File: src/ens_pkg.sv
// Shared types and constants for the eight-neighbor mean stencil unit.
// No dependencies.
`default_nettype none

package ens_pkg;

    localparam int SAMPLE_BITS = 16;
    localparam int SUM_W       = SAMPLE_BITS + 3;
    localparam int COL_W       = 11;
    localparam int ROW_W       = 16;
    localparam int COL_OUT_W   = 10;
    localparam int RL_W        = 11;
    localparam int RC_W        = 16;
    localparam int APB_DATA_W  = 32;
    localparam int APB_ADDR_W  = 3;

    localparam logic REG_ROW_LENGTH = 1'b0;
    localparam logic REG_ROW_COUNT  = 1'b1;

    localparam logic [RL_W-1:0] ROW_LENGTH_RESET = 11'd1024;
    localparam logic [RC_W-1:0] ROW_COUNT_RESET  = 16'd1024;
    localparam logic [RL_W-1:0] MIN_ROW_LENGTH   = 11'd3;
    localparam logic [RC_W-1:0] MIN_ROW_COUNT    = 16'd3;

    typedef logic [SAMPLE_BITS-1:0] sample_t;

    typedef struct packed {
        logic [SAMPLE_BITS-1:0] sample;
        logic                   frame_start;
    } in_item_t;

    typedef struct packed {
        logic [SAMPLE_BITS-1:0] mean;
        logic [ROW_W-1:0]       row_index;
        logic [COL_OUT_W-1:0]   col_index;
        logic                   last_of_frame;
    } out_item_t;

    typedef struct packed {
        logic [COL_W-1:0] col;
        logic [ROW_W-1:0] row;
        logic             end_row;
        logic             end_frame;
        logic             interior;
    } pos_t;

endpackage

`default_nettype wire

File: src/ens_win.sv
// Two-column window registers and the eight-neighbor adder (center excluded).
// Depends on ens_pkg.
`default_nettype none

module ens_win (
    input  wire logic                      clk,
    input  wire logic                      rst_n,
    input  wire logic                      shift,
    input  wire ens_pkg::sample_t          top,
    input  wire ens_pkg::sample_t          mid,
    input  wire ens_pkg::sample_t          bot,
    output logic      [ens_pkg::SUM_W-1:0] sum
);

    import ens_pkg::*;

    // [0..2]: column c-2 (top, mid, bottom); [3..5]: column c-1
    sample_t win_reg [6];

    always_comb
    begin
        sum = SUM_W'(win_reg[0]) + SUM_W'(win_reg[1]) + SUM_W'(win_reg[2])
            + SUM_W'(win_reg[3]) + SUM_W'(win_reg[5])
            + SUM_W'(top) + SUM_W'(mid) + SUM_W'(bot);
    end

    always_ff @(posedge clk or negedge rst_n)
    begin
        if (!rst_n)
        begin
            for (int i = 0; i < 6; i++)
            begin
                win_reg[i] <= '0;
            end
        end
        else if (shift)
        begin
            win_reg[0] <= win_reg[3];
            win_reg[1] <= win_reg[4];
            win_reg[2] <= win_reg[5];
            win_reg[3] <= top;
            win_reg[4] <= mid;
            win_reg[5] <= bot;
        end
    end

endmodule

`default_nettype wire

File: config.mk
export PLATFORM = sky130hd
export DESIGN_NAME = ens_win
export DESIGN_NICKNAME = d
export VERILOG_FILES = /design/src/ens_pkg.sv /design/src/ens_win.sv
export SDC_FILE = /design/constraint.sdc
export NUM_CORES = 1
export LEC_CHECK = 0
export BUFFER_PORTS_ARGS = -buffer_cell sky130_fd_sc_hd__buf_2
export CELL_PAD_IN_SITES_DETAIL_PLACEMENT = 1
export CELL_PAD_IN_SITES_GLOBAL_PLACEMENT = 1
export CORE_MARGIN = 2
export CORE_UTILIZATION = 49
export CTS_BUF_LIST = sky130_fd_sc_hd__clkbuf_2
export DETAILED_ROUTE_END_ITERATION = 16
export HOLD_SLACK_MARGIN = 0.12
export MAX_ROUTING_LAYER = met4
export PLACE_DENSITY_LB_ADDON = 0.1
export SLEW_MARGIN = 20
export SYNTH_ARGS = -nofsm -noshare
export SYNTH_HDL_FRONTEND = slang
export SYNTH_SLANG_ARGS = --single-unit
File: constraint.sdc
create_clock -name clk -period 8.44 [get_ports clk]
set_input_delay 1.688 -clock clk [delete_from_list [all_inputs] [get_ports clk]]
set_output_delay 1.688 -clock clk [all_outputs]
set_load 0.02 [all_outputs]
# Word-level counts from Yosys, hierarchy flattened
# Index checks and enable logic that the tools add are counted.
dict set report op_classes {
  addsub 7
}
# operator count
set ops {}
lappend ops {{adder 19 x 16 -> 19 bit} 4}
lappend ops {{adder 18 x 16 -> 19 bit} 1}
lappend ops {{adder 17 x 16 -> 18 bit} 1}
lappend ops {{adder 16 x 16 -> 17 bit} 1}
dict set report totals {
  input_bits 51
  register_bits 96
  out_inout_bits 19
  word_cells 13
}

# Longest topological paths before layout
# Gate-level depths: netlist (run 1).
dict set report depth {
  depth_word 7
  depth_mapped 15
}

# Worst setup path after synthesis (run 1)
# OpenSTA, ideal clock, no wires.
dict set report synth_path {
  kind {input -> output}
  start {input top[2]}
  end {output sum[14] (netlist name)}
  arrival_time_ns 5.639
  n_path_buf 0
  required_ns 6.752
  cell_stages 15
  slack_ns 1.113
  cell_sequence {inv_1 -> fa_1 -> inv_1 -> fa_1 -> fa_1 -> inv_1 -> fa_1 -> inv_1 -> ha_1 -> fa_1 -> a21oi_1 -> o211ai_1 -> a211o_1 -> a21oi_2 -> xnor2_1}
}
dict set report synth_between {
  elab_chain_len 3
}
# item line_no
set synth_lines {}
lappend synth_lines {{start: declaration} ens_win.sv:9} ;# input wire ens_pkg::sample_t top,
lappend synth_lines {{adder 19 x 16 -> 19 bit (3 in a row)} ens_win.sv:24} ;# + SUM_W'(top) + SUM_W'(mid) + SUM_W'(bot);
lappend synth_lines {{end: declaration} ens_win.sv:12} ;# output logic [ens_pkg::SUM_W-1:0] sum
# No other way between the ends.

# Final worst setup path (run 1)
# Same ends and word-level chain as after synthesis.

==> flow_summary.json, run 1 <==
{
  "holdWs_ps": 527,
  "hold_buffers": 0,
  "crit_chain": "buf_2, inv_1, fa_1, inv_1, fa_1, fa_1, inv_1, fa_1, inv_1, ha_1, fa_1, a21oi_1, buf_4, o211ai_1, a211o_1, a21oi_2, xnor2_1, buf_2",
  "setup_viol": 0,
  "slowest_stage": "fa_1",
  "busiest_layer": "met2",
  "overflow": 0,
  "cts_resized": 0,
  "worst_pin_slew_ps": 973,
  "synth_top_family_by_area": "adder cells",
  "syn_area_per_cell_um2": 10.2,
  "yosys.area_share.simple": 0.0555,
  "cts_root_buffer": "clkbuf_2",
  "critPathBufInv": 7,
  "grt_pass1_wl_um": 25000,
  "cts_tree": "yes",
  "final_common_cell": "inv_1",
  "rsz0062_at_grt": "false",
  "min_period_ps": 7800,
  "use_met1": 0.277,
  "dp_hpwl_um": 11500,
  "via_per_inst": 5.01,
  "num_antenna_cells": 0,
  "routed_wl_um": 14200,
  "layout_common_cells": "inv_1, dfrtp_1, fa_1",
  "dieArea_um2": 15000,
  "syn_to_final_growth_pct": 8.85,
  "post_cts_buffers": 0,
  "grt_start_max_net_pins": 90,
  "status": "complete, no violations",
  "yosysSeqAreaShare": 0.350,
  "synth-xor-area-share": 0.0115,
  "syn_inst": 674,
  "finalMaxSlewViolations": 0,
  "place_congestion": 0.874,
  "cp_data_arrival_time_ps": 6110,
  "fin_util": 0.543,
  "synth.mux.area_fraction": 0.0590,
  "min_period_over_period": 0.924,
  "die-height_um": 122,
  "worstPathMaxFanout": 3,
  "ant_nets": 0,
  "relSlewSlack": 0.352,
  "portBuffers": 69,
  "critical_path.endpoint_type": "primary output",
  "drcViolationCount": 0,
  "insertion_delay_ps": 640,
  "clockBufferDepth": 2,
  "synth_ff_type": "dfrtp_1",
  "grt_util_met2": 0.385,
  "synthAdderAreaFrac": 0.311,
  "fin_nets": 903,
  "drv_cap": 0,
  "std_cell_rows": 43,
  "slowest_delay_ps": 560,
  "die_w_um": 122,
  "crit_type": "in -> out",
  "cts.htree.levels": 3,
  "dp_slack_ps": 650,
  "cts_made_buffers": 9,
  "firstDrtPassIters": 4,
  "async_flop_share": 1.00,
  "drive_gt1_frac": 0.172,
  "core_um2": 13800,
  "initial_core_util": 0.499,
  "drt_iter0_markers": 165,
  "yosysUniqueCellTypes": 44,
  "track_usage": 0.223,
  "cts_sinks": 96,
  "synth_compound_area_frac": 0.0938,
  "synth.ff_latch_count": 96,
  "synth_edf_count": 0,
  "yosysWarnings": 0,
  "grt_pass1_vias": 5306,
  "cts.clk_slew.worst_paths_ps": 240,
  "syn-num-nets": 839,
  "start_kind": "input port",
  "wl_per_cell_um": 15.4,
  "grtUsageMet3": 0.0260,
  "setup_tns_ps": 0,
  "worstHoldPathType": "reg -> reg",
  "vias": 4620,
  "fin_ws_ps": 638,
  "antenna_found_initial": 0,
  "pin_count": 70,
  "hold_viol_final": 0,
  "cp_common_cell": "fa_1",
  "required_ps": 6750,
  "largest_reg_flops": 96,
  "crit_family": "adder cells",
  "max_clock_freq_ghz": 0.128,
  "synth_area_um2": 6870,
  "finClkSkew_ps": 36.3
}
-- cells by family (layout without fill, tap and decap cells) --
logic type      count (synthesis)  count (layout)
xor+xnor                        9               9
simple gates                   92              92
flops                          96              96
compound gates                111             111
buf+inv                       216             285
fa+ha+maj                     114             114
mux                            36              36
-- cell type report --
cell class                      count  area (um2)
Clock inverter                      7        46.3
Timing Repair Buffer               72         373
Inverter                          197         739
Tap cell                          180         225
Sequential cell                    96        2400
Fill cell                        1594        6290
Multi-Input combinational cell    362        3650
Clock buffer                        9        45.0
-- synth_stat cells, types with 2 or more instances --
| master | instances | area (um2) |
|---|---|---|
| dfrtp_1 | 96 | 2400 |
| a21o_1 | 2 | 15.0 |
| and3_1 | 2 | 12.5 |
| ha_1 | 19 | 238 |
| nor2_1 | 12 | 45.0 |
| inv_1 | 197 | 739 |
| xor2_1 | 6 | 52.6 |
| o21bai_1 | 2 | 15.0 |
| o21ai_0 | 64 | 320 |
| a211oi_1 | 2 | 15.0 |
| fa_1 | 95 | 1900 |
| xnor2_1 | 3 | 26.3 |
| and2_1 | 2 | 12.5 |
| nand3_1 | 3 | 15.0 |
| buf_2 | 2 | 10.0 |
| nand2_1 | 66 | 248 |
| o211ai_1 | 4 | 30.0 |
| o21ai_1 | 6 | 30.0 |
| a21oi_1 | 16 | 80.1 |
| mux2_2 | 36 | 405 |
| a2111oi_0 | 2 | 17.5 |
| clkbuf_1 | 14 | 52.6 |
| a21oi_2 | 2 | 17.5 |
-- tightest hold or removal path, stage by stage, from the launching register on --
cell and delay [ps]:
dfrtp_1 410, nand2_1 50, o21ai_0 60
-- path summary, 6_finish.rpt --
| check | cells after the start | end | startpoint | slack [ps] |
|---|---|---|---|---|
| setup / recovery | 18 | sum[14] | top[2] | 640 |
| hold / removal | 2 | win_reg[51] | win_reg[3] | 530 |
| setup reg to reg | 1 | win_reg[94] | win_reg[46] | 7620 |
| hold reg to reg | 2 | win_reg[51] | win_reg[3] | 530 |
| max in group asynchronous | 2 | win_reg[30] | rst_n | 6290 |
| min in group asynchronous | 1 | win_reg[52] | rst_n | 870 |
-- per-stage QoR --
stage,area (um2),instances
after floorplan,6870,674
after global placement,7390,907
after detailed placement,7390,907
after CTS,7480,923
after global routing,7480,923
final,7480,923
-- routing by layer --
layer	up-vias	wire length (um)
li1	2159	-
met5	-	0
met4	0	233
met3	16	442
met1	2370	6060
met2	75	7460
Power of run 1 is left out: the tool's default activity adds up to more than one toggle a clock period on the data nets, which glitch-free logic cannot reach.
==> run 2: changes to the inputs <==
==> constraint.sdc (replaced) <==
create_clock -name clk -period 8.44 [get_ports clk]
set_input_delay 2.532 -clock clk [delete_from_list [all_inputs] [get_ports clk]]
set_output_delay 2.532 -clock clk [all_outputs]
set_load 0.02 [all_outputs]
==> run 2 against run 1 <==
The run now ends with setup timing left. Critical path depth decreased by 1. Via count increased by 2.8%. Core utilization increased by 5.6 points. Global-route usage increased by 0.41 points.
==> flow_summary.json, run 2 (synthesis results as in run 1) <==
{
  "status": "finished, violations left",
  "violations": "setup timing",
  "relSlewSlack": 0.449,
  "dp_slack_ps": -766,
  "portBuffers": 69,
  "fin_ws_ps": -630,
  "holdWs_ps": 522,
  "vias": 4749,
  "multi_input_area_um2": 3920,
  "cts.htree.levels": 3,
  "grt_pass1_vias": 5455,
  "die-height_um": 122,
  "crit_path_start": "bot[2]",
  "cp_data_arrival_time_ps": 6540,
  "dp_hpwl_um": 11900,
  "finalMaxSlewViolations": 0,
  "max_clock_freq_ghz": 0.110,
  "ant_nets": 0,
  "use_met1": 0.296,
  "pin_count": 70,
  "firstDrtPassIters": 4,
  "routed_wl_um": 15000,
  "drive_gt1_frac": 0.285,
  "cts.clk_slew.worst_paths_ps": 250,
  "grtUsageMet3": 0.0260,
  "drt_iter0_markers": 151,
  "initial_core_util": 0.499,
  "hold_viol_final": 0,
  "hold_buffers": 0,
  "setup_viol": 15,
  "placed_area_um2": 7880,
  "min_period_ps": 9070,
  "busiest_layer": "met2",
  "r2r_setup_slack_ps": 7590,
  "std_cell_rows": 43,
  "fin_nets": 956,
  "antenna_found_initial": 1,
  "drcViolationCount": 0,
  "crit_path_end": "sum[14]",
  "worstPathMaxFanout": 3,
  "cts_tree": "yes",
  "drv_cap": 0,
  "grt_start_max_net_pins": 87,
  "rsz0062_at_grt": "true",
  "syn_to_final_growth_pct": 20.1,
  "overflow": 0,
  "finClkSkew_ps": 12.2,
  "core_um2": 13800,
  "wl_per_cell_um": 15.3,
  "final_design_area_no_fill_um2": 8260,
  "die_w_um": 122,
  "required_ps": 5910,
  "insertion_delay_ps": 610,
  "nFillCells": 1535,
  "clockBufferDepth": 2,
  "critical_path.endpoint_type": "primary output",
  "grt_pass1_wl_um": 25700,
  "layout_common_cells": "inv_1, dfrtp_1, fa_1",
  "seqCellArea_um2": 2400,
  "via_per_inst": 4.86,
  "worstReg2RegEnd": "win_reg[94]",
  "cts_sinks": 96,
  "reg2regPathDepth": 1,
  "min_period_over_period": 1.07,
  "grt_util_met2": 0.376,
  "final_common_cell": "inv_1",
  "cts_root_buffer": "clkbuf_2",
  "dieArea_um2": 15000,
  "cts_made_buffers": 9,
  "crit-reg2reg-launch": "win_reg[46]",
  "largest_reg_flops": 96,
  "worstHoldPathType": "reg -> reg",
  "worst_pin_slew_ps": 827,
  "track_usage": 0.227,
  "place_congestion": 0.896,
  "crit_type": "in -> out",
  "start_kind": "input port"
}
-- run 2: cell count changes in the layout (fill, tap and decap cells not counted), moves of 7 or more --
cell	before	now
buf_4	5	62
buf_2	67	49
buf_6	0	12
inv_1	197	188
ha_1	19	11
a21oi_1	16	9
inv_2	0	7
-- run 2: through the flow --
stage | utilization | TNS (ps) | instances
after CTS | 0.587 | -6920 | 973
after floorplan | - | -816 | 674
final | 0.599 | -5710 | 977
after global placement | 0.572 | -6620 | 954
after detailed placement | 0.572 | -7730 | 954
after global routing | 0.599 | -7670 | 977
-- run 2: cell type report --
| type | count | share of cell area |
|---|---|---|
| Antenna cell | 1 | 0.000303 |
| Multi-Input combinational cell | 362 | 0.474 |
| Clock inverter | 7 | 0.00470 |
| Tap cell | 180 | 0.0273 |
| Clock buffer | 9 | 0.00546 |
| Sequential cell | 96 | 0.291 |
| Inverter | 197 | 0.0908 |
| Timing Repair Buffer | 125 | 0.106 |
-- run 2: what timing repair did --
item / 4_1_cts / 5_1_grt
gates cloned: 0 / 0
buffers inserted: 3 / 4
setup endpoints to repair: 15 / 15
resized for setup: 26 / 38
pin swaps: 14 / 17
-- run 2: worst max-delay path, stage by stage --
cell      delay (ps)
buf_8             90
inv_8             30
fa_1             560
inv_2             40
fa_1             450
fa_1             510
inv_2             40
fa_1             480
inv_1             50
ha_2             200
fa_2             390
a21oi_4          150
o211ai_1         130
a211o_1          360
a21oi_2          240
xnor2_2          130
buf_4            150
-- run 2: worst min-delay path by stage --
stage                start     endpoint  slack, ps  cells past startpoint
2_1_floorplan  win_reg[17]  win_reg[65]        450                      2
3_3_place_gp   win_reg[11]  win_reg[59]        460                      2
3_5_place_dp    win_reg[5]  win_reg[53]        470                      2
4_1_cts         win_reg[5]  win_reg[53]        530                      2
5_1_grt        win_reg[34]  win_reg[82]        560                      2
6_report       win_reg[40]  win_reg[88]        520                      2
-- run 2: routing by layer --
metal | vias to the layer above | wire length, um | share of wire
li1 | 2255 | - | -
met1 | 2423 | 6760 | 0.45
met2 | 60 | 7640 | 0.51
met3 | 11 | 351 | 0.023
met4 | 0 | 205 | 0.014
met5 | - | 0 | 0
Power of run 2 is left out for the same reason.
