`src/ens_pkg.sv`:
```
// Shared types and constants for the eight-neighbor mean stencil unit.
// No dependencies.
`default_nettype none

package ens_pkg;

    localparam int SAMPLE_BITS = 16;
    localparam int SUM_W       = SAMPLE_BITS + 3;
    localparam int COL_W       = 11;
    localparam int ROW_W       = 16;
    localparam int COL_OUT_W   = 10;
    localparam int RL_W        = 11;
    localparam int RC_W        = 16;
    localparam int APB_DATA_W  = 32;
    localparam int APB_ADDR_W  = 3;

    localparam logic REG_ROW_LENGTH = 1'b0;
    localparam logic REG_ROW_COUNT  = 1'b1;

    localparam logic [RL_W-1:0] ROW_LENGTH_RESET = 11'd1024;
    localparam logic [RC_W-1:0] ROW_COUNT_RESET  = 16'd1024;
    localparam logic [RL_W-1:0] MIN_ROW_LENGTH   = 11'd3;
    localparam logic [RC_W-1:0] MIN_ROW_COUNT    = 16'd3;

    typedef logic [SAMPLE_BITS-1:0] sample_t;

    typedef struct packed {
        logic [SAMPLE_BITS-1:0] sample;
        logic                   frame_start;
    } in_item_t;

    typedef struct packed {
        logic [SAMPLE_BITS-1:0] mean;
        logic [ROW_W-1:0]       row_index;
        logic [COL_OUT_W-1:0]   col_index;
        logic                   last_of_frame;
    } out_item_t;

    typedef struct packed {
        logic [COL_W-1:0] col;
        logic [ROW_W-1:0] row;
        logic             end_row;
        logic             end_frame;
        logic             interior;
    } pos_t;

endpackage

`default_nettype wire

```
`src/ens_pos.sv`:
```
// Grid position counters: column/row of the incoming sample and row/frame ends.
// Depends on ens_pkg.
`default_nettype none

module ens_pos #(
    parameter int MAX_ROW_LENGTH = 1024
) (
    input  wire logic                     clk,
    input  wire logic                     rst_n,
    input  wire logic                     advance,
    input  wire logic                     frame_start,
    input  wire logic [ens_pkg::RL_W-1:0] row_length,
    input  wire logic [ens_pkg::RC_W-1:0] row_count,
    output ens_pkg::pos_t                 pos
);

    import ens_pkg::*;

    localparam int CAP = (MAX_ROW_LENGTH > 2047) ? 2047 : MAX_ROW_LENGTH;
    localparam logic [RL_W-1:0] CAP_LEN = RL_W'(CAP);

    logic [COL_W-1:0] col_reg, col_next;
    logic [ROW_W-1:0] row_reg, row_next;
    logic [RL_W-1:0]  eff_len;
    logic [RC_W-1:0]  eff_cnt;

    always_comb
    begin
        if (row_length < MIN_ROW_LENGTH)
        begin
            eff_len = MIN_ROW_LENGTH;
        end
        else if (row_length > CAP_LEN)
        begin
            eff_len = CAP_LEN;
        end
        else
        begin
            eff_len = row_length;
        end
        eff_cnt = (row_count < MIN_ROW_COUNT) ? MIN_ROW_COUNT : row_count;

        pos.col       = frame_start ? '0 : col_reg;
        pos.row       = frame_start ? '0 : row_reg;
        pos.end_row   = ({1'b0, pos.col} + 12'd1) >= {1'b0, eff_len};
        pos.end_frame = pos.end_row && (({1'b0, pos.row} + 17'd1) >= {1'b0, eff_cnt});
        pos.interior  = (pos.row >= 16'd2) && (pos.col >= 11'd2);

        col_next = col_reg;
        row_next = row_reg;
        if (advance)
        begin
            if (pos.end_frame)
            begin
                col_next = '0;
                row_next = '0;
            end
            else if (pos.end_row)
            begin
                col_next = '0;
                row_next = pos.row + 16'd1;
            end
            else
            begin
                col_next = pos.col + 11'd1;
                row_next = pos.row;
            end
        end
    end

    always_ff @(posedge clk or negedge rst_n)
    begin
        if (!rst_n)
        begin
            col_reg <= '0;
            row_reg <= '0;
        end
        else
        begin
            col_reg <= col_next;
            row_reg <= row_next;
        end
    end

endmodule

`default_nettype wire

```
`config.mk`:
```
export PLATFORM = sky130hd
export DESIGN_NAME = ens_pos
export DESIGN_NICKNAME = d
export VERILOG_FILES = /design/src/ens_pkg.sv /design/src/ens_pos.sv
export SDC_FILE = /design/constraint.sdc
export NUM_CORES = 1
export LEC_CHECK = 0
export BUFFER_PORTS_ARGS = -buffer_cell sky130_fd_sc_hd__buf_2
export CORE_MARGIN = 2
export CORE_UTILIZATION = 35
export CTS_CLUSTER_DIAMETER = 40
export DETAILED_ROUTE_END_ITERATION = 10
export GPL_ROUTABILITY_DRIVEN = 0
export HOLD_SLACK_MARGIN = 0.02
export PLACE_DENSITY_LB_ADDON = 0.08
export SLEW_MARGIN = 20
export SYNTH_ARGS = -nofsm -noshare
export SYNTH_HDL_FRONTEND = slang
export SYNTH_SLANG_ARGS = --single-unit
```
`constraint.sdc`:
```
create_clock -name clk -period 6.6 [get_ports clk]
set_input_delay 1.32 -clock clk [delete_from_list [all_inputs] [get_ports clk]]
set_output_delay 1.32 -clock clk [all_outputs]
set_load 0.03 [all_outputs]
```
### After elaboration in Yosys (flattened, before gate mapping)

Index checks and enable logic that the tools add are counted.

| operators by class | value |
|---|---|
| mux-type cells | 9 |
| reductions and logical operators | 2 |
| $add $sub $neg | 4 |
| $lt $le $gt $ge | 7 |

Operator list:

| kind | count |
|---|---|
| $mux W16 | 4 |
| $mux W11 | 5 |
| $add A16 B1 Y17 const B | 1 |
| $ge A17 B16 Y1 | 1 |
| $add A16 B1 Y16 const B | 1 |
| $ge A16 B2 Y1 const B | 1 |
| $lt A16 B2 Y1 const B | 1 |
| $add A11 B1 Y12 const B | 1 |
| $ge A12 B11 Y1 | 1 |
| $add A11 B1 Y11 const B | 1 |
| $ge A11 B2 Y1 const B | 1 |
| $gt A11 B11 Y1 const B | 1 |
| $lt A11 B2 Y1 const B | 1 |
| $logic_and A1 B1 Y1 | 2 |

| storage, ports and cells | value |
|---|---|
| output and inout port bits | 30 |
| bits in registers | 27 |
| input port bits | 31 |

### Longest topological paths before layout

Gate-level depths: netlist of the first run.

| depth | value |
|---|---|
| word-level depth | 6 |
| mapped depth | 23 |
| mapped depth without buffers | 18 |

### Worst setup path before layout of the first run

OpenSTA, ideal clock, no wires.

| timing | value |
|---|---|
| kind | input to output |
| from | input frame_start |
| to | output pos[1] (netlist bit) |
| stages on the path | 19 |
| setup slack | 0.091 ns |
| arrival time | 5.189 ns |
| cells stage by stage | buf_2 -> clkbuf_1 -> clkbuf_1 -> inv_1 -> nand2_1 -> inv_1 -> ha_1 -> nand4_1 -> nor2_1 -> and3_1 -> and3_1 -> nand3_1 -> xnor2_1 -> ha_1 -> nand3_1 -> or2_2 -> o211a_1 -> and2_1 -> nor2_1 |

RTL lines:

| what | RTL line | text |
|---|---|---|
| from (decl) | ens_pos.sv:11 | `input wire logic frame_start,` |
| to (decl) | ens_pos.sv:14 | `output ens_pkg::pos_t pos` |

==> results of run 1 <==
-- logic make-up (layout without fill, tap and decap cells) --
kind of cell | count (synthesis) | in the layout | share of synthesized area
DFF | 27 | 27 | 0.252
buffers and inverters | 39 | 93 | 0.0620
and+or+nand+nor | 133 | 133 | 0.269
adders and majority gates | 31 | 31 | 0.145
AOI/OAI and AO/OA | 74 | 74 | 0.211
xor gates and xnor gates | 19 | 19 | 0.0620
-- final cells by class --
| type | instances | share of cell area |
|---|---|---|
| Inverter | 28 | 0.0346 |
| Clock inverter | 1 | 0.00242 |
| Sequential cell | 27 | 0.218 |
| Timing Repair Buffer | 61 | 0.0991 |
| Clock buffer | 3 | 0.0133 |
| Multi-Input combinational cell | 257 | 0.593 |
| Tap cell | 99 | 0.0399 |
-- metal layers --
layer | GRT usage | routed length, µm
met1 | 0.291 | 4050
met2 | 0.289 | 3420
met3 | 0.0257 | 318
met4 | 0.0379 | 58
met5 | 0 | 0
-- through the flow --
| stage | cell area, µm² | util | setup WS [ns] |
|---|---|---|---|
| after floorplan | 2680 | - | 0.0905 |
| after global placement | 3060 | 0.417 | 0.517 |
| after detailed placement | 3060 | 0.417 | 0.404 |
| after CTS | 3110 | 0.424 | 0.395 |
| after global routing | 3110 | 0.424 | 0.0642 |
| final | 3110 | 0.424 | 0.364 |
-- power by group --
group / internal [mW] / switching (mW) / total (mW)
Clock: 0.0431 / 0.0602 / 0.103
Sequential: 0.170 / 0.00536 / 0.175
Combinational: 0.0379 / 0.0602 / 0.0981
-- worst max-delay path by stage --
stage | to | depth (start not counted) | slack, ns
2_1_floorplan | pos[1] | 19 | 0.09
3_3_place_gp | pos[1] | 18 | 0.52
3_5_place_dp | pos[1] | 18 | 0.40
4_1_cts | pos[1] | 18 | 0.40
5_1_grt | pos[1] | 18 | 0.06
6_report | pos[1] | 18 | 0.36
-- cells in the final DEF (no fill, tap or decap), types with 13 or more instances in the layout --
cell	n
nor2b_1	25
a22o_1	14
o21ai_0	14
inv_1	26
nor2_1	18
a21oi_1	13
buf_2	60
dfrtp_1	27
xor2_1	15
nand2_1	33
ha_1	31
==> flow_summary.json, run 1 <==
{
  "outcome": "finished, final reports clean",
  "wl_mm": 7.85,
  "clk_latency_ns": 0.29,
  "syn_avg_cell_area_um2": 8.31,
  "area_delta_synth_final_pct": 15.7,
  "grt_pass1_wl_mm": 12.9,
  "postCtsSetupBuffers": 0,
  "hold_slack_ns": 0.515,
  "path_clk_slew_ns": 0.11,
  "hold_path_class": "reg2reg",
  "grt_start_max_net_pins": 28,
  "cpPeakStageDelay_ns": 0.31,
  "setup_viol": 0,
  "yosysWarnings": 0,
  "synth_common_cells": "nand2_1 (33), ha_1 (31), dfrtp_1 (27)",
  "synth_area_leaders": "dfrtp_1 (25%), ha_1 (14%), nor2b_1 (5.8%), xor2_1 (4.9%), nand2_1 (4.6%)",
  "dpl.hpwl_mm": 6.15,
  "wire_per_inst_um": 16.5,
  "die-area_um2": 8380,
  "synth_edf_count": 0,
  "cts_tree": "yes",
  "die_h_um": 91.6,
  "drv_cap": 0,
  "rsz0062_at_grt": "false",
  "viasPerCell": 5.40,
  "fill_cells": 768,
  "synth.most_common_cell": "nand2_1",
  "power-per-cell-area_nw_per_um2": 121,
  "final_cells": 476,
  "seq_area_um2": 676,
  "reg2reg_depth": 14,
  "core_area_um2": 7330,
  "nNetsFinal": 440,
  "largest_reg_flops": 16,
  "ioPinCount": 61,
  "min_to": "row_reg[14]",
  "antenna_found_initial": 0,
  "vdd_ir_drop_max_mv": 0.0758,
  "multi_input_area_um2": 1840,
  "synth_top_area_cell": "dfrtp_1",
  "arrival_ns": 4.92,
  "clockRootBuffer": "clkbuf_8",
  "antenna_cells": 0,
  "reg2reg_slack_ns": 2.52,
  "clock_skew_ns": 0.00713,
  "power_mw": 0.376,
  "crit_slowest_cell": "ha_1",
  "synth_area_um2": 2680,
  "finalSetupTns_ns": 0,
  "yosysSeqAreaShare": 0.252,
  "globalRouteOverflowTotal": 0,
  "drive_above_1_share": 0.204,
  "placementRows": 31,
  "path_cells": "buf_2 -> inv_1 -> nand2_1 -> inv_1 -> ha_1 -> nand4_1 -> nor2_1 -> and3_1 -> and3_1 -> nand3_1 -> xnor2_1 -> ha_1 -> nand3_1 -> or2_2 -> o211a_1 -> and2_1 -> nor2_1 -> buf_2",
  "maxClockFrequency_mhz": 160,
  "die_w_um": 91.6,
  "remaining_drc_errors": 0,
  "grt_pass1_vias": 2445,
  "clkSinkCount": 27,
  "worst_pin_slew_ns": 0.656,
  "htreeDepth": 1,
  "p_leak_nw": 1.60,
  "start_util": 0.366,
  "synth-seq-cells": 27,
  "dpl.cell_count": 472,
  "worstSetupStartpoint": "frame_start",
  "crit_family": "simple AND/OR/NAND/NOR gates",
  "crit_buf_inv": 4,
  "worstSetupPathType": "in2out",
  "drt_iter0_drc": 152,
  "netlist_instances": 323,
  "timing.final.crit_share": 0.945,
  "drtAntennaViolNets": 0,
  "vias": 2570,
  "worstReg2RegStart": "col_reg[1]",
  "worstSetupStartpointType": "input pin",
  "cts_buffer_depth": 2,
  "slew_violations": 0,
  "yosysTopAreaCellShare": 0.252,
  "firstDrtPassIters": 4,
  "cp_data_required_time_ns": 5.28,
  "port_buffers": 60,
  "ys_types": 54,
  "hold_buffers": 0,
  "holdPathStages": 1,
  "synth-async-reset-ratio": 1.00,
  "numCtsBuffers": 3,
  "r2r-end": "row_reg[1]",
  "syn_nets": 385,
  "cp-end-kind": "output port",
  "timing.final.crit_period_ns": 6.24,
  "cp_max_fo": 15,
  "track_usage": 0.192,
  "min-delay-start": "row_reg[14]",
  "hold_violations": 0,
  "ys.flop_type": "dfrtp_1",
  "relSlewSlack": 0.563,
  "cts_resized": 0
}
Note: power is estimated with default switching activity, not from simulation.
==> run 2, diff against run 1 <==
CORE_UTILIZATION = 40   (was 35)
PLACE_DENSITY = 0.72   (was default)
PLACE_DENSITY_LB_ADDON = default   (was 0.08)
==> flow_summary.json, run 2 (synthesized netlist as in run 1, its figures left out) <==
{
  "setup_viol": 0,
  "clkSinkCount": 27,
  "final_common_cell": "buf_2",
  "cts_buffer_depth": 2,
  "vias": 2626,
  "remaining_drc_errors": 0,
  "ioPinCount": 61,
  "reg2reg_slack_ns": 2.58,
  "antenna_found_initial": 0,
  "worstSetupStartpointType": "input pin",
  "path_clk_slew_ns": 0.09,
  "seq_area_um2": 676,
  "power_mw": 0.366,
  "die_h_um": 85.9,
  "track_usage": 0.204,
  "hold_buffers": 0,
  "layout_common_cells": "buf_2 (60), nand2_1 (33), ha_1 (31)",
  "numCtsBuffers": 3,
  "viasPerCell": 5.77,
  "fill_cells": 633,
  "nNetsFinal": 441,
  "firstDrtPassIters": 4,
  "holdPathStages": 1,
  "layout_setup_ws_ns": 0.321,
  "cp_max_fo": 17,
  "grt_pass1_vias": 2563,
  "area_delta_synth_final_pct": 14.8,
  "power-per-cell-area_nw_per_um2": 119,
  "grt_pass1_wl_mm": 12.2,
  "worstSetupPathType": "in2out",
  "vdd_ir_drop_max_mv": 0.0757,
  "drtAntennaViolNets": 0,
  "reg2reg_depth": 15,
  "globalRouteOverflowTotal": 0,
  "postCtsSetupBuffers": 0,
  "p_comb_frac": 0.263,
  "hold_path_class": "reg2reg",
  "antenna_cells": 0,
  "cts_tree": "yes",
  "wire_per_inst_um": 16.2,
  "worstReg2RegStart": "row_reg[1]",
  "drive_above_1_share": 0.204,
  "clockRootBuffer": "clkbuf_8",
  "cts_resized": 0,
  "pwr-share-seq": 0.479,
  "p_leak_nw": 1.61,
  "hold_violations": 0,
  "wl_mm": 7.38,
  "cp-end-kind": "output port",
  "place_ws_ns": 0.380,
  "die-area_um2": 7380,
  "timing.final.crit_period_ns": 6.28,
  "htreeDepth": 1,
  "min_to": "col_reg[6]",
  "core_area_um2": 6420,
  "intPower_mw": 0.251,
  "placementRows": 29,
  "largest_reg_flops": 16,
  "switching_share": 0.313,
  "utilization": 0.480,
  "start_util": 0.418,
  "hold_slack_ns": 0.522,
  "relSlewSlack": 0.590,
  "min-delay-start": "col_reg[6]",
  "p_sw_mw": 0.115,
  "slew_violations": 0,
  "drt_iter0_drc": 144,
  "multi_input_area_um2": 1840,
  "power_frac_clock": 0.258,
  "timing.final.crit_share": 0.951,
  "arrival_ns": 4.96,
  "port_buffers": 60,
  "die_w_um": 85.9,
  "rsz0062_at_grt": "false",
  "clock_skew_ns": 0.00412,
  "clk_latency_ns": 0.27,
  "finalSetupTns_ns": 0,
  "r2r-end": "row_reg[4]",
  "dpl.hpwl_mm": 5.91,
  "cp_data_required_time_ns": 5.28,
  "maxClockFrequency_mhz": 159,
  "worst_pin_slew_ns": 0.615,
  "drv_cap": 0,
  "grt_start_max_net_pins": 28,
  "outcome": "finished, final reports clean"
}
-- run 2: changes by cell type in the layout (fill, tap and decap cells not counted), sizes merged --
cell	change
buf	+1
clkbuf	+1
clkinvlp	-1
-- run 2: worst max-delay path, cell delays in order --
cell and delay [ns]:
buf_2 0.20, inv_1 0.13, nand2_1 0.08, inv_1 0.11
ha_1 0.28, nand4_1 0.16, nor2_1 0.24, and3_1 0.29
and3_1 0.21, nand3_1 0.10, xnor2_1 0.16, ha_1 0.32
nand3_1 0.11, or2_2 0.32, o211a_1 0.31, and2_1 0.24
nor2_1 0.15, buf_2 0.22
-- run 2: power by group through the flow --
stage,registers (mW),logic (mW),clock network [mW]
2_1_floorplan,0.177,0.0658,0
3_3_place_gp,0.178,0.0943,0
3_5_place_dp,0.179,0.0966,0
4_1_cts,0.175,0.0969,0.0978
5_1_grt,0.176,0.108,0.104
6_report,0.175,0.0963,0.0943
-- run 2: worst max path at each step --
stage / startpoint / to / slack (ns) / depth (start not counted)
6_report: frame_start / pos[1] / 0.32 / 18
5_1_grt: frame_start / pos[1] / 0.003 / 19
4_1_cts: frame_start / pos[1] / 0.38 / 18
3_5_place_dp: frame_start / pos[1] / 0.38 / 18
3_3_place_gp: frame_start / pos[1] / 0.57 / 18
2_1_floorplan: frame_start / pos[1] / 0.09 / 19
-- run 2: final cells by class --
cell class,count,share of cell area
clock buffer,4,0.0146
inverter,28,0.0349
multi-input combinational,257,0.598
sequential,27,0.219
tap,77,0.0313
timing repair buffer,62,0.102
-- run 2: per-stage QoR --
step	cell area [µm²]	std cells
after CTS	3080	455
after detailed placement	3040	451
final	3080	455
after floorplan	2680	323
after global placement	3040	451
after global routing	3080	455
-- run 2: layer usage --
layer,track usage,up-vias,part of all wire
met1,0.270,1230,0.45
met3,0.0308,11,0.077
met2,0.349,110,0.46
met5,0,-,0
met4,0.0534,0,0.015
li1,-,1275,-
